## config.mk

```make
export PLATFORM = sky130hd
export DESIGN_NAME = cht_mod_unit
export DESIGN_NICKNAME = d
export VERILOG_FILES = /design/src/design/cht_pkg.sv /design/src/design/cht_mod_unit.sv
export SDC_FILE = /design/constraint.sdc
export NUM_CORES = 1
export LEC_CHECK = 0
export BUFFER_PORTS_ARGS = -buffer_cell sky130_fd_sc_hd__buf_2
export CELL_PAD_IN_SITES_DETAIL_PLACEMENT = 1
export CELL_PAD_IN_SITES_GLOBAL_PLACEMENT = 1
export CORE_MARGIN = 10
export CORE_UTILIZATION = 40
export DETAILED_ROUTE_END_ITERATION = 12
export PLACE_DENSITY = 0.81
export RECOVER_POWER = 25
export REMOVE_ABC_BUFFERS = 1
export SETUP_SLACK_MARGIN = 0.1
export SLEW_MARGIN = 20
export SYNTH_ARGS = -nofsm -noshare
export SYNTH_HDL_FRONTEND = slang
export SYNTH_SLANG_ARGS = --single-unit
```

## constraint.sdc

```tcl
create_clock -name clk -period 18.58 [get_ports clk]
set_input_delay 0.929 -clock clk [delete_from_list [all_inputs] [get_ports clk]]
set_output_delay 0.929 -clock clk [all_outputs]
set_load 0.01 [all_outputs]
```

## src/design/cht_pkg.sv

```systemverilog
// Shared constants, codes and interface types of the chained hash table.
`default_nettype none

package cht_pkg;

    // Field widths fixed by the interface
    localparam int KEY_W    = 32;
    localparam int VALUE_W  = 32;
    localparam int STATUS_W = 2;
    localparam int CNT_W    = 7;
    localparam int CNT_MAX  = (2 ** CNT_W) - 1;

    // Default sizing
    localparam int DEF_NUM_BUCKETS = 64;
    localparam int DEF_NUM_ENTRIES = 256;

    // Reset value of the bucket count register
    localparam logic [CNT_W-1:0] CNT_RESET = 7'd64;

    // Key bits consumed per cycle by the modulo unit
    localparam int MOD_STEP = 8;

    // Operation codes
    localparam logic OP_INSERT = 1'b0;
    localparam logic OP_LOOKUP = 1'b1;

    // Result status codes
    localparam logic [STATUS_W-1:0] ST_INSERTED = 2'd0;
    localparam logic [STATUS_W-1:0] ST_FULL     = 2'd1;
    localparam logic [STATUS_W-1:0] ST_FOUND    = 2'd2;
    localparam logic [STATUS_W-1:0] ST_MISS     = 2'd3;

    // Modulo unit request and response
    typedef struct packed {
        logic             start;
        logic [KEY_W-1:0] key;
    } cht_mod_req_t;

    typedef struct packed {
        logic             done;
        logic [CNT_W-1:0] rem;
    } cht_mod_rsp_t;

endpackage

`default_nettype wire

```

## src/design/cht_mod_unit.sv

```systemverilog
// Iterative key modulo bucket count, MOD_STEP key bits per cycle.
`default_nettype none

module cht_mod_unit
    import cht_pkg::*;
(
    input  wire logic         clk,
    input  wire logic         rst_n,
    input  wire cht_mod_req_t req,
    input  wire logic [CNT_W-1:0] divisor,
    output cht_mod_rsp_t      rsp
);

    localparam int CYCLES = (KEY_W + MOD_STEP - 1) / MOD_STEP;
    localparam int PAD_W  = CYCLES * MOD_STEP;
    localparam int CYC_W  = (CYCLES > 1) ? $clog2(CYCLES) : 1;
    localparam logic [CYC_W-1:0] CYC_LAST = CYC_W'(CYCLES - 1);

    logic             busy_reg;
    logic             done_reg;
    logic [CYC_W-1:0] cyc_reg;
    logic [PAD_W-1:0] bits_reg;
    logic [CNT_W-1:0] div_reg;
    logic [CNT_W-1:0] rem_reg;
    logic [CNT_W-1:0] rem_next;
    logic [CNT_W:0]   trial;

    // Restoring remainder: shift in one key bit, subtract when it fits
    always_comb
    begin
        rem_next = rem_reg;
        trial    = '0;
        for (int i = 0; i < MOD_STEP; i++)
        begin
            trial = {rem_next, bits_reg[PAD_W-1-i]};
            if (trial >= {1'b0, div_reg})
            begin
                trial = trial - {1'b0, div_reg};
            end
            rem_next = trial[CNT_W-1:0];
        end
    end

    // Sequencing
    always_ff @(posedge clk or negedge rst_n)
    begin
        if (!rst_n)
        begin
            busy_reg <= 1'b0;
            done_reg <= 1'b0;
            cyc_reg  <= '0;
        end
        else
        begin
            done_reg <= 1'b0;
            if (req.start)
            begin
                busy_reg <= 1'b1;
                cyc_reg  <= '0;
            end
            else if (busy_reg)
            begin
                cyc_reg <= cyc_reg + 1'b1;
                if (cyc_reg == CYC_LAST)
                begin
                    busy_reg <= 1'b0;
                    done_reg <= 1'b1;
                end
            end
        end
    end

    // Operand and remainder datapath
    always_ff @(posedge clk)
    begin
        if (req.start)
        begin
            bits_reg <= PAD_W'(req.key);
            div_reg  <= divisor;
            rem_reg  <= '0;
        end
        else if (busy_reg)
        begin
            bits_reg <= bits_reg << MOD_STEP;
            rem_reg  <= rem_next;
        end
    end

    assign rsp.done = done_reg;
    assign rsp.rem  = rem_reg;

endmodule

`default_nettype wire

```

# Word level (Yosys, flattened, before mapping)
# Index checks and enable logic that the tools add are counted.
[word_totals] register_bits=50 wordCells=43
[op_classes] addsub=9 n_lt_le_gt_ge=8 n_eq_ne=1 mux=18 reduce_logical=1
[op_table] operator="8-bit by 7-bit greater-or-equal comparator with 1-bit output" count=8
[op_table] operator="32-bit 2-to-1 mux" count=2
[op_table] operator="7-bit 2-to-1 mux" count=8
[op_table] operator="7-bit subtractor" count=8
[op_table] operator="1-bit 2-to-1 mux" count=6
[op_table] operator="2-bit 2-to-1 mux" count=2
[op_table] operator="2-bit by 1-bit adder with 2-bit output, second input constant" count=1
[op_table] operator="2-bit equality test, second input constant" count=1
[op_table] operator="2-bit nonzero test" count=1

# Logic depth before layout (Yosys ltp)
# Gate-level depths: netlist of run 1.
[logic_depth] word_depth=16 depth_mapped=80 ltp_nobuf=77

# Worst setup path after synthesis of run 1
# No wires, ideal clock.
[synth_timing] path_kind="register to register" from="register div_reg[1]" to="register rem_reg[0]" setup_time_ns=0.079 t_arrival_ns=15.305 required_ns=18.501 setup_slack_ns=3.195 stages_incl_launch_ff=73 n_path_buf=4 synth_period_minus_slack_ns=15.385 path_cell_list="edfxtp_1 inv_1 fa_1 nand3_1 a31oi_2 nand2b_1 buf_6 mux2_4 ha_1 and4_1 a41oi_1 o31ai_4 a211oi_4 mux2i_1 ha_1 nor2b_1 o31ai_1 a21oi_1 [37 not listed] o21bai_1 a21o_1 a21oi_1 o21ai_0 a21oi_1 o211ai_1 mux2i_4 mux2i_1 fa_1 a21o_1 a21o_1 a21o_1 a21oi_1 o21ai_0 a221oi_4 o221ai_4 mux2_4 a211oi_2"
[synth_between] elab_chain_cells=16
[synth_lines] item="start, declared" line_no="cht_mod_unit.sv:23" text="logic [CNT_W-1:0] div_reg;"
[synth_lines] item="start signal, assigned" line_no="cht_mod_unit.sv:79" text="div_reg <= divisor;"
[synth_lines] item="7-bit subtractor or 8-bit by 7-bit greater-or-equal comparator with 1-bit output (tied branches)" line_no="cht_mod_unit.sv:38, cht_mod_unit.sv:36"
[synth_lines] item="7-bit 2-to-1 mux" line_no="cht_mod_unit.sv:36" text="if (trial >= {1'b0, div_reg})"
[synth_lines] item="7-bit subtractor or 8-bit by 7-bit greater-or-equal comparator with 1-bit output (tied branches)" line_no="cht_mod_unit.sv:38, cht_mod_unit.sv:36"
[synth_lines] item="7-bit 2-to-1 mux" line_no="cht_mod_unit.sv:36"
[synth_lines] item="7-bit subtractor or 8-bit by 7-bit greater-or-equal comparator with 1-bit output (tied branches)" line_no="cht_mod_unit.sv:38, cht_mod_unit.sv:36"
[synth_lines] item="7-bit 2-to-1 mux" line_no="cht_mod_unit.sv:36"
[synth_lines] item="7-bit subtractor or 8-bit by 7-bit greater-or-equal comparator with 1-bit output (tied branches)" line_no="cht_mod_unit.sv:38, cht_mod_unit.sv:36"
[synth_lines] item="7-bit 2-to-1 mux" line_no="cht_mod_unit.sv:36"
[synth_lines] item="7-bit subtractor or 8-bit by 7-bit greater-or-equal comparator with 1-bit output (tied branches)" line_no="cht_mod_unit.sv:38, cht_mod_unit.sv:36"
[synth_lines] item="7-bit 2-to-1 mux" line_no="cht_mod_unit.sv:36"
[synth_lines] item="7-bit subtractor or 8-bit by 7-bit greater-or-equal comparator with 1-bit output (tied branches)" line_no="cht_mod_unit.sv:38, cht_mod_unit.sv:36"
[synth_lines] item="7-bit 2-to-1 mux" line_no="cht_mod_unit.sv:36"
[synth_lines] item="8-bit by 7-bit greater-or-equal comparator with 1-bit output or 7-bit subtractor (tied branches)" line_no="cht_mod_unit.sv:36, cht_mod_unit.sv:38"
[synth_lines] item="7-bit 2-to-1 mux" line_no="cht_mod_unit.sv:36"
[synth_lines] item="8-bit by 7-bit greater-or-equal comparator with 1-bit output (*)" line_no="cht_mod_unit.sv:36"
[synth_lines] item="7-bit 2-to-1 mux (*)" line_no="cht_mod_unit.sv:36"
[synth_lines] item="end signal, assigned" line_no="cht_mod_unit.sv:85" text="rem_reg <= rem_next;"
[synth_lines] item="end, declared" line_no="cht_mod_unit.sv:24" text="logic [CNT_W-1:0] rem_reg;"
# Every way passes the cells marked *; elsewhere a longest branch is shown, timed or not.
# A chain may end at the register's enable or synchronous reset.

# Worst setup path in the final report of run 1
# Ends and elaborated chain as after synthesis.

==> results of run 1 <==
-- logic make-up after synthesis --
| family | count (synthesis) | share of synthesized area [%] |
|---|---|---|
| multiplexers | 64 | 13.99 |
| buffers and inverters | 57 | 4.825 |
| AO/OA/AOI/OAI | 139 | 20.20 |
| flip-flops | 50 | 27.35 |
| XOR/XNOR | 28 | 4.753 |
| AND/OR/NAND/NOR | 116 | 11.95 |
| adder cells (fa/ha/maj) | 65 | 16.93 |
-- final cells by class --
cell class                 count  area, sq um
fill                        1498         6892
inverter                      43        165.2
multi-input combinational    412         3517
clock buffer                   8        146.4
timing repair buffer          53        272.8
tap                          172        215.2
sequential                    50         1411
-- cell usage in the layout (no fill, tap or decap), types with 11 or more instances in the layout --
| master | netlist | layout |
|---|---|---|
| ha_1 | 57 | 57 |
| buf_2 | 1 | 47 |
| inv_1 | 43 | 42 |
| mux2_2 | 39 | 39 |
| edfxtp_1 | 39 | 39 |
| a21oi_1 | 31 | 31 |
| nand2_1 | 24 | 24 |
| nor2_1 | 25 | 24 |
| o21ai_0 | 26 | 22 |
| mux2i_1 | 20 | 20 |
| a21o_1 | 17 | 17 |
| xnor2_1 | 15 | 15 |
| xor2_1 | 13 | 13 |
| nor2b_1 | 11 | 11 |
-- per-stage QoR --
stage,hold WS [ns],instances
6_report,0.4536,738
5_1_grt,0.4680,738
4_1_cts,0.4251,736
3_5_place_dp,0.5377,728
3_3_place_gp,0.5088,728
2_1_floorplan,0.4906,505
-- path summary, 6_finish.rpt --
kind	end	slack, ns
min in group clk	cyc_reg[1]	0.55
max in group asynchronous	busy_reg	17.95
hold reg to reg	cyc_reg[1]	0.55
hold / removal	cyc_reg[1]	0.45
setup reg to reg	rem_reg[0]	1.34
setup / recovery	rem_reg[0]	1.34
-- what timing repair did --
| action | 4_1_cts | 5_1_grt |
|---|---|---|
| setup endpoints to repair | 0 | 7 |
| hold endpoints to repair | 0 | 0 |
| hold buffers | 0 | 0 |
| setup buffers | 0 | 2 |
| gates resized for setup | 0 | 9 |
-- layer usage --
layer  GRT usage, %  part of all wire (%)  vias to the layer above
met1          17.91                    44                     1994
li1               -                     -                     2015
met5              0                     0                        -
met4          3.144                   1.2                        0
met2          27.53                    51                       80
met3          3.496                   4.6                       13
==> summary.md, run 1 <==
| Metric | Value |
|---|---|
| Outcome | `completed` |
| Synth area leader | `edfxtp_1` |
| Setup crit start kind | `flip-flop` |
| Worst Path Required | `18.79 ns` |
| Gr ovfl total | `0` |
| Slew Viols, Final | `0` |
| Placement-stage worst setup slack | `0.9128 ns` |
| Final instance area | `5728 sq um` |
| Slew margin rel. | `34.07%` |
| Synthesized area per cell | `9.942 sq um` |
| Worst hold-check path type | `input pin to async pin` |
| DP Area | `5548 sq um` |
| Worst setup path start | `div_reg[1]` |
| Synth area leaders | `edfxtp_1 (23%), ha_1 (14%), mux2_2 (8.5%), mux2i_1 (3.9%), inv_1 (3.1%)` |
| Most common cell on crit path | `a21oi_1` |
| Final Hold Vio Count | `0` |
| Core outline area | `12620 sq um` |
| Total CTS buffers | `5` |
| CP delay by family, top | `compound AO/OA/AOI/OAI gates` |
| Root buffer cell | `clkbuf_16` |
| Row count | `41` |
| Avg WL per Cell | `18.57 um` |
| Area growth syn-to-layout | `11.01%` |
| Fin crit share | `92.77%` |
| DRC | `0` |
| Mapped cell area | `5160 sq um` |
| Unrepaired setup endpoints after global routing | `no` |
| Global-route wire length before repair | `22670 um` |
| DIE AREA | `17840 sq um` |
| Top cell type's share of synthesized area | `22.70%` |
| #FFs+latches synth | `50` |
| Primary FF master, synth | `edfxtp_1` |
| Worst R2R Start | `div_reg[1]` |
| Post-Route Skew | `0.004639 ns` |
| Number of global-route vias before repair | `4459` |
| Pre-Repair DR Iteration Count | `4` |
| Final setup fails | `0` |
| Critical Path Stages | `69` |
| Worst EP arrival | `17.45 ns` |
| Initial antenna violation count | `0` |
| Die W | `133.6 um` |
| Worst skew pair latency | `0.29 ns` |
| CTS max path bufs | `2` |
| Worst-Margin Slew | `0.9890 ns` |
| Fin worst setup slack | `1.344 ns` |
| Clock-pin slew on the worst setup and hold paths | `0.06 ns` |
| Pin count of the biggest net entering global routing | `33` |
| Die height | `133.6 um` |
| Fmax achieved | `58.02 MHz` |
| Tmin final | `17.24 ns` |
| TritonCTS clock tree | `done` |
| Post-route ant nets | `0` |
| Setup CP Type | `flip-flop to flip-flop` |
| Sink Count | `50` |
| Asr flop ratio synth | `8.000%` |
| Count leader, synth | `ha_1` |
| Max FO, Critical Path | `14` |
| Post-synth EDFFs | `39` |
| Starting Density | `40.89%` |
| Crit path buf inv count | `5` |
| Fraction of the yosys area taken by sequential cells | `27.35%` |
| FF-to-FF path depth | `69` |
| Share of cells above drive strength 1 | `21.55%` |
| Port buffer count | `49` |
| CP endpoint kind | `flip-flop` |
| Final wirelength | `13700 um` |
| Max incr delay on CP | `0.46 ns` |
| Max reg flops | `32` |
| Vias | `4102` |
| Max-cap violations | `0` |
| Global Route Usage Sum | `15.25%` |
| Post-layout util | `45.39%` |
| # diodes | `0` |
| Slowest cell on crit path | `fa_1` |
| DP HPWL | `10950 um` |
| Count of cell types in the netlist | `70` |
| Leading post-synthesis cells by instance count | `ha_1 (57), inv_1 (43), edfxtp_1 (39), mux2_2 (39), a21oi_1 (31)` |
| Via density | `5.558` |
| Cells after Synth | `519` |
| I/O Pins | `50` |
| Gp weighted congestion | `0.8614` |
| Nets | `672` |
| Syn. warnings | `0` |
| CTS H-tree depth | `2` |
| Setup tns final | `0 ns` |
| Initial DRC Count | `138` |
Power of run 1 is left out: the tool's default activity adds up to more than one toggle a clock period on the data nets, which glitch-free logic cannot reach.
==> run 2, diff against run 1 <==
--- a/config.mk
+++ b/config.mk
@@ -11,6 +11,7 @@
 export CORE_MARGIN = 10
 export CORE_UTILIZATION = 40
 export DETAILED_ROUTE_END_ITERATION = 12
+export GPL_ROUTABILITY_DRIVEN = 0
 export PLACE_DENSITY = 0.81
 export RECOVER_POWER = 25
 export REMOVE_ABC_BUFFERS = 1
==> constraint.sdc (replaced) <==
create_clock -name clk -period 18.58 [get_ports clk]
set_input_delay 0 -clock clk [delete_from_list [all_inputs] [get_ports clk]]
set_output_delay 0 -clock clk [all_outputs]
set_load 0.01 [all_outputs]
==> summary.md, run 2 (synthesis results as in run 1) <==
| Metric | Value |
|---|---|
| CTS H-tree depth | `2 (unchanged)` |
| DRC | `0 (unchanged)` |
| Slowest cell on crit path | `fa_1 (unchanged)` |
| Worst-Margin Slew | `1.495 ns (was 0.9890 ns)` |
| Hold Path Cell Cnt | `2` |
| Max reg flops | `32 (unchanged)` |
| Number of global-route vias before repair | `4552 (was 4459)` |
| Gr ovfl total | `0 (unchanged)` |
| Final Hold Vio Count | `0 (unchanged)` |
| Vias | `4182 (was 4102)` |
| Final wirelength | `14270 um (was 13700 um)` |
| Pin count of the biggest net entering global routing | `33 (unchanged)` |
| DP HPWL | `10950 um (unchanged)` |
| Post-route ant nets | `0 (unchanged)` |
| Starting Density | `40.89% (unchanged)` |
| Hold path start | `req[7]` |
| Worst hold-check path type | `input pin to flip-flop (was input pin to async pin)` |
| Unrepaired setup endpoints after global routing | `no (unchanged)` |
| Most common cell after layout, fill and taps aside | `ha_1 (unchanged)` |
| Area occupied by multi-input gates | `3521 sq um (was 3517 sq um)` |
| Avg WL per Cell | `18.96 um (was 18.57 um)` |
| Most common cell on crit path | `a21oi_1 (unchanged)` |
| Die height | `133.6 um (unchanged)` |
| Area growth syn-to-layout | `13.87% (was 11.01%)` |
| Worst EP arrival | `17.40 ns (was 17.45 ns)` |
| Core outline area | `12620 sq um (unchanged)` |
| Max-cap violations | `1 (was 0)` |
| Final setup fails | `0 (unchanged)` |
| I/O Pins | `50 (unchanged)` |
| Worst skew pair latency | `0.30 ns (was 0.29 ns)` |
| Sink Count | `50 (unchanged)` |
| Max FO, Critical Path | `14 (unchanged)` |
| Outcome | `finished with violations (was completed)` |
| Setup crit start kind | `flip-flop (unchanged)` |
| Slew margin rel. | `0.3430% (was 34.07%)` |
| Slew Viols, Final | `0 (unchanged)` |
| TritonCTS clock tree | `done (unchanged)` |
| Post-Route Skew | `0.005169 ns (was 0.004639 ns)` |
| End of the worst hold path | `bits_reg[7]` |
| R2R Setup Slk | `1.38 ns (was 1.34 ns)` |
| Global Route Usage Sum | `15.87% (was 15.25%)` |
| Pre-Repair DR Iteration Count | `4 (unchanged)` |
| Initial DRC Count | `162 (was 138)` |
| Port buffer count | `49 (unchanged)` |
| Root buffer cell | `clkbuf_16 (unchanged)` |
| Setup tns final | `0 ns (unchanged)` |
| # diodes | `0 (unchanged)` |
| Row count | `41 (unchanged)` |
| Filler Cells Inserted | `1482 (was 1498)` |
| Fin crit share | `92.56% (was 92.77%)` |
| Global-route wire length before repair | `23500 um (was 22670 um)` |
| Fmax achieved | `58.15 MHz (was 58.02 MHz)` |
| Most frequent cells in the layout | `ha_1 (57), buf_2 (44), inv_1 (42) (was ha_1 (57), buf_2 (47), inv_1 (42))` |
| CP endpoint kind | `flip-flop (unchanged)` |
| FF-to-FF path depth | `70 (was 69)` |
| FF-to-FF End | `rem_reg[0] (unchanged)` |
| Worst R2R Start | `div_reg[1] (unchanged)` |
| Share of cells above drive strength 1 | `20.65% (was 21.55%)` |
| Initial antenna violation count | `0 (unchanged)` |
| Setup CP Type | `flip-flop to flip-flop (unchanged)` |
| Worst Path Required | `18.78 ns (was 18.79 ns)` |
| DIE AREA | `17840 sq um (unchanged)` |
| Via density | `5.554 (was 5.558)` |
| CTS max path bufs | `2 (unchanged)` |
| Total CTS buffers | `5 (unchanged)` |
| Failing checks | `max-capacitance violations` |
| Nets | `687 (was 672)` |
| Clock-pin slew on the worst setup and hold paths | `0.06 ns (about the same)` |
| Max incr delay on CP | `0.46 ns (about the same)` |
| Tmin final | `17.20 ns (was 17.24 ns)` |
| Die W | `133.6 um (unchanged)` |
| Register area | `1411 sq um (unchanged)` |
run 2: cell count changes in the layout (fill, tap and decap cells not counted), sizes merged:
cell / before / now
buf: 51 / 47
clkbuf: 10 / 14
dlygate4sd3: 0 / 15
run 2: critical path: cells and delay by family, from the launching register on:
kind	cells	cell delay (ns)
buffers and inverters	5	0.90
multiplexers	8	2.76
AO/OA/AOI/OAI	38	8.11
AND/OR/NAND/NOR	11	2.05
adder cells (fa/ha/maj)	8	2.94
flip-flops	1	0.32
run 2: repair_timing:
action                     4_1_cts  5_1_grt
setup endpoints to repair        0        7
resized for setup                0       10
buffers inserted                 0        2
hold buffers                    15        0
hold endpoints to repair        18        0
run 2: layer usage:
metal / GRT usage [%] / vias to the layer above / part of all wire, %
met2: 29.13 / 78 / 51
met1: 18.48 / 2047 / 44
li1: - / 2047 / -
met5: 0 / - / 0
met3: 3.459 / 10 / 4.6
met4: 2.963 / 0 / 1.0
run 2: cell type report:
cell class / instances / share of cell area (%)
multi-input cells: 412 / 59.92
clock buffers: 8 / 2.491
repair buffers: 68 / 7.091
well taps: 172 / 3.663
inverters: 43 / 2.811
flip-flops and latches: 50 / 24.02
run 2: worst max path at each step:
stage               start         end  slack, ns  cells past startpoint
6_report       div_reg[1]  rem_reg[0]       1.38                     70
3_5_place_dp   div_reg[1]  rem_reg[0]       0.91                     69
4_1_cts        div_reg[1]  rem_reg[0]       0.78                     69
3_3_place_gp   div_reg[1]  rem_reg[0]       1.70                     69
5_1_grt        div_reg[1]  rem_reg[0]       0.12                     73
2_1_floorplan  div_reg[1]  rem_reg[0]       3.22                     68
run 2: per-stage QoR:
stage / setup slack, ns / std cells / hold WS [ns] / area (sq um) / util, %
floorplan: 3.217 / 505 / -0.2956 / 5072 / -
CTS: 0.7842 / 751 / 0.0008501 / 5844 / 46.31
finish: 1.382 / 753 / 0.003583 / 5876 / 46.56
global route: 0.1242 / 753 / 0.002620 / 5876 / 46.56
global placement: 1.695 / 728 / -0.1898 / 5548 / 43.96
detailed placement: 0.9128 / 728 / -0.1890 / 5548 / 43.96
Power of run 2 is left out for the same reason.
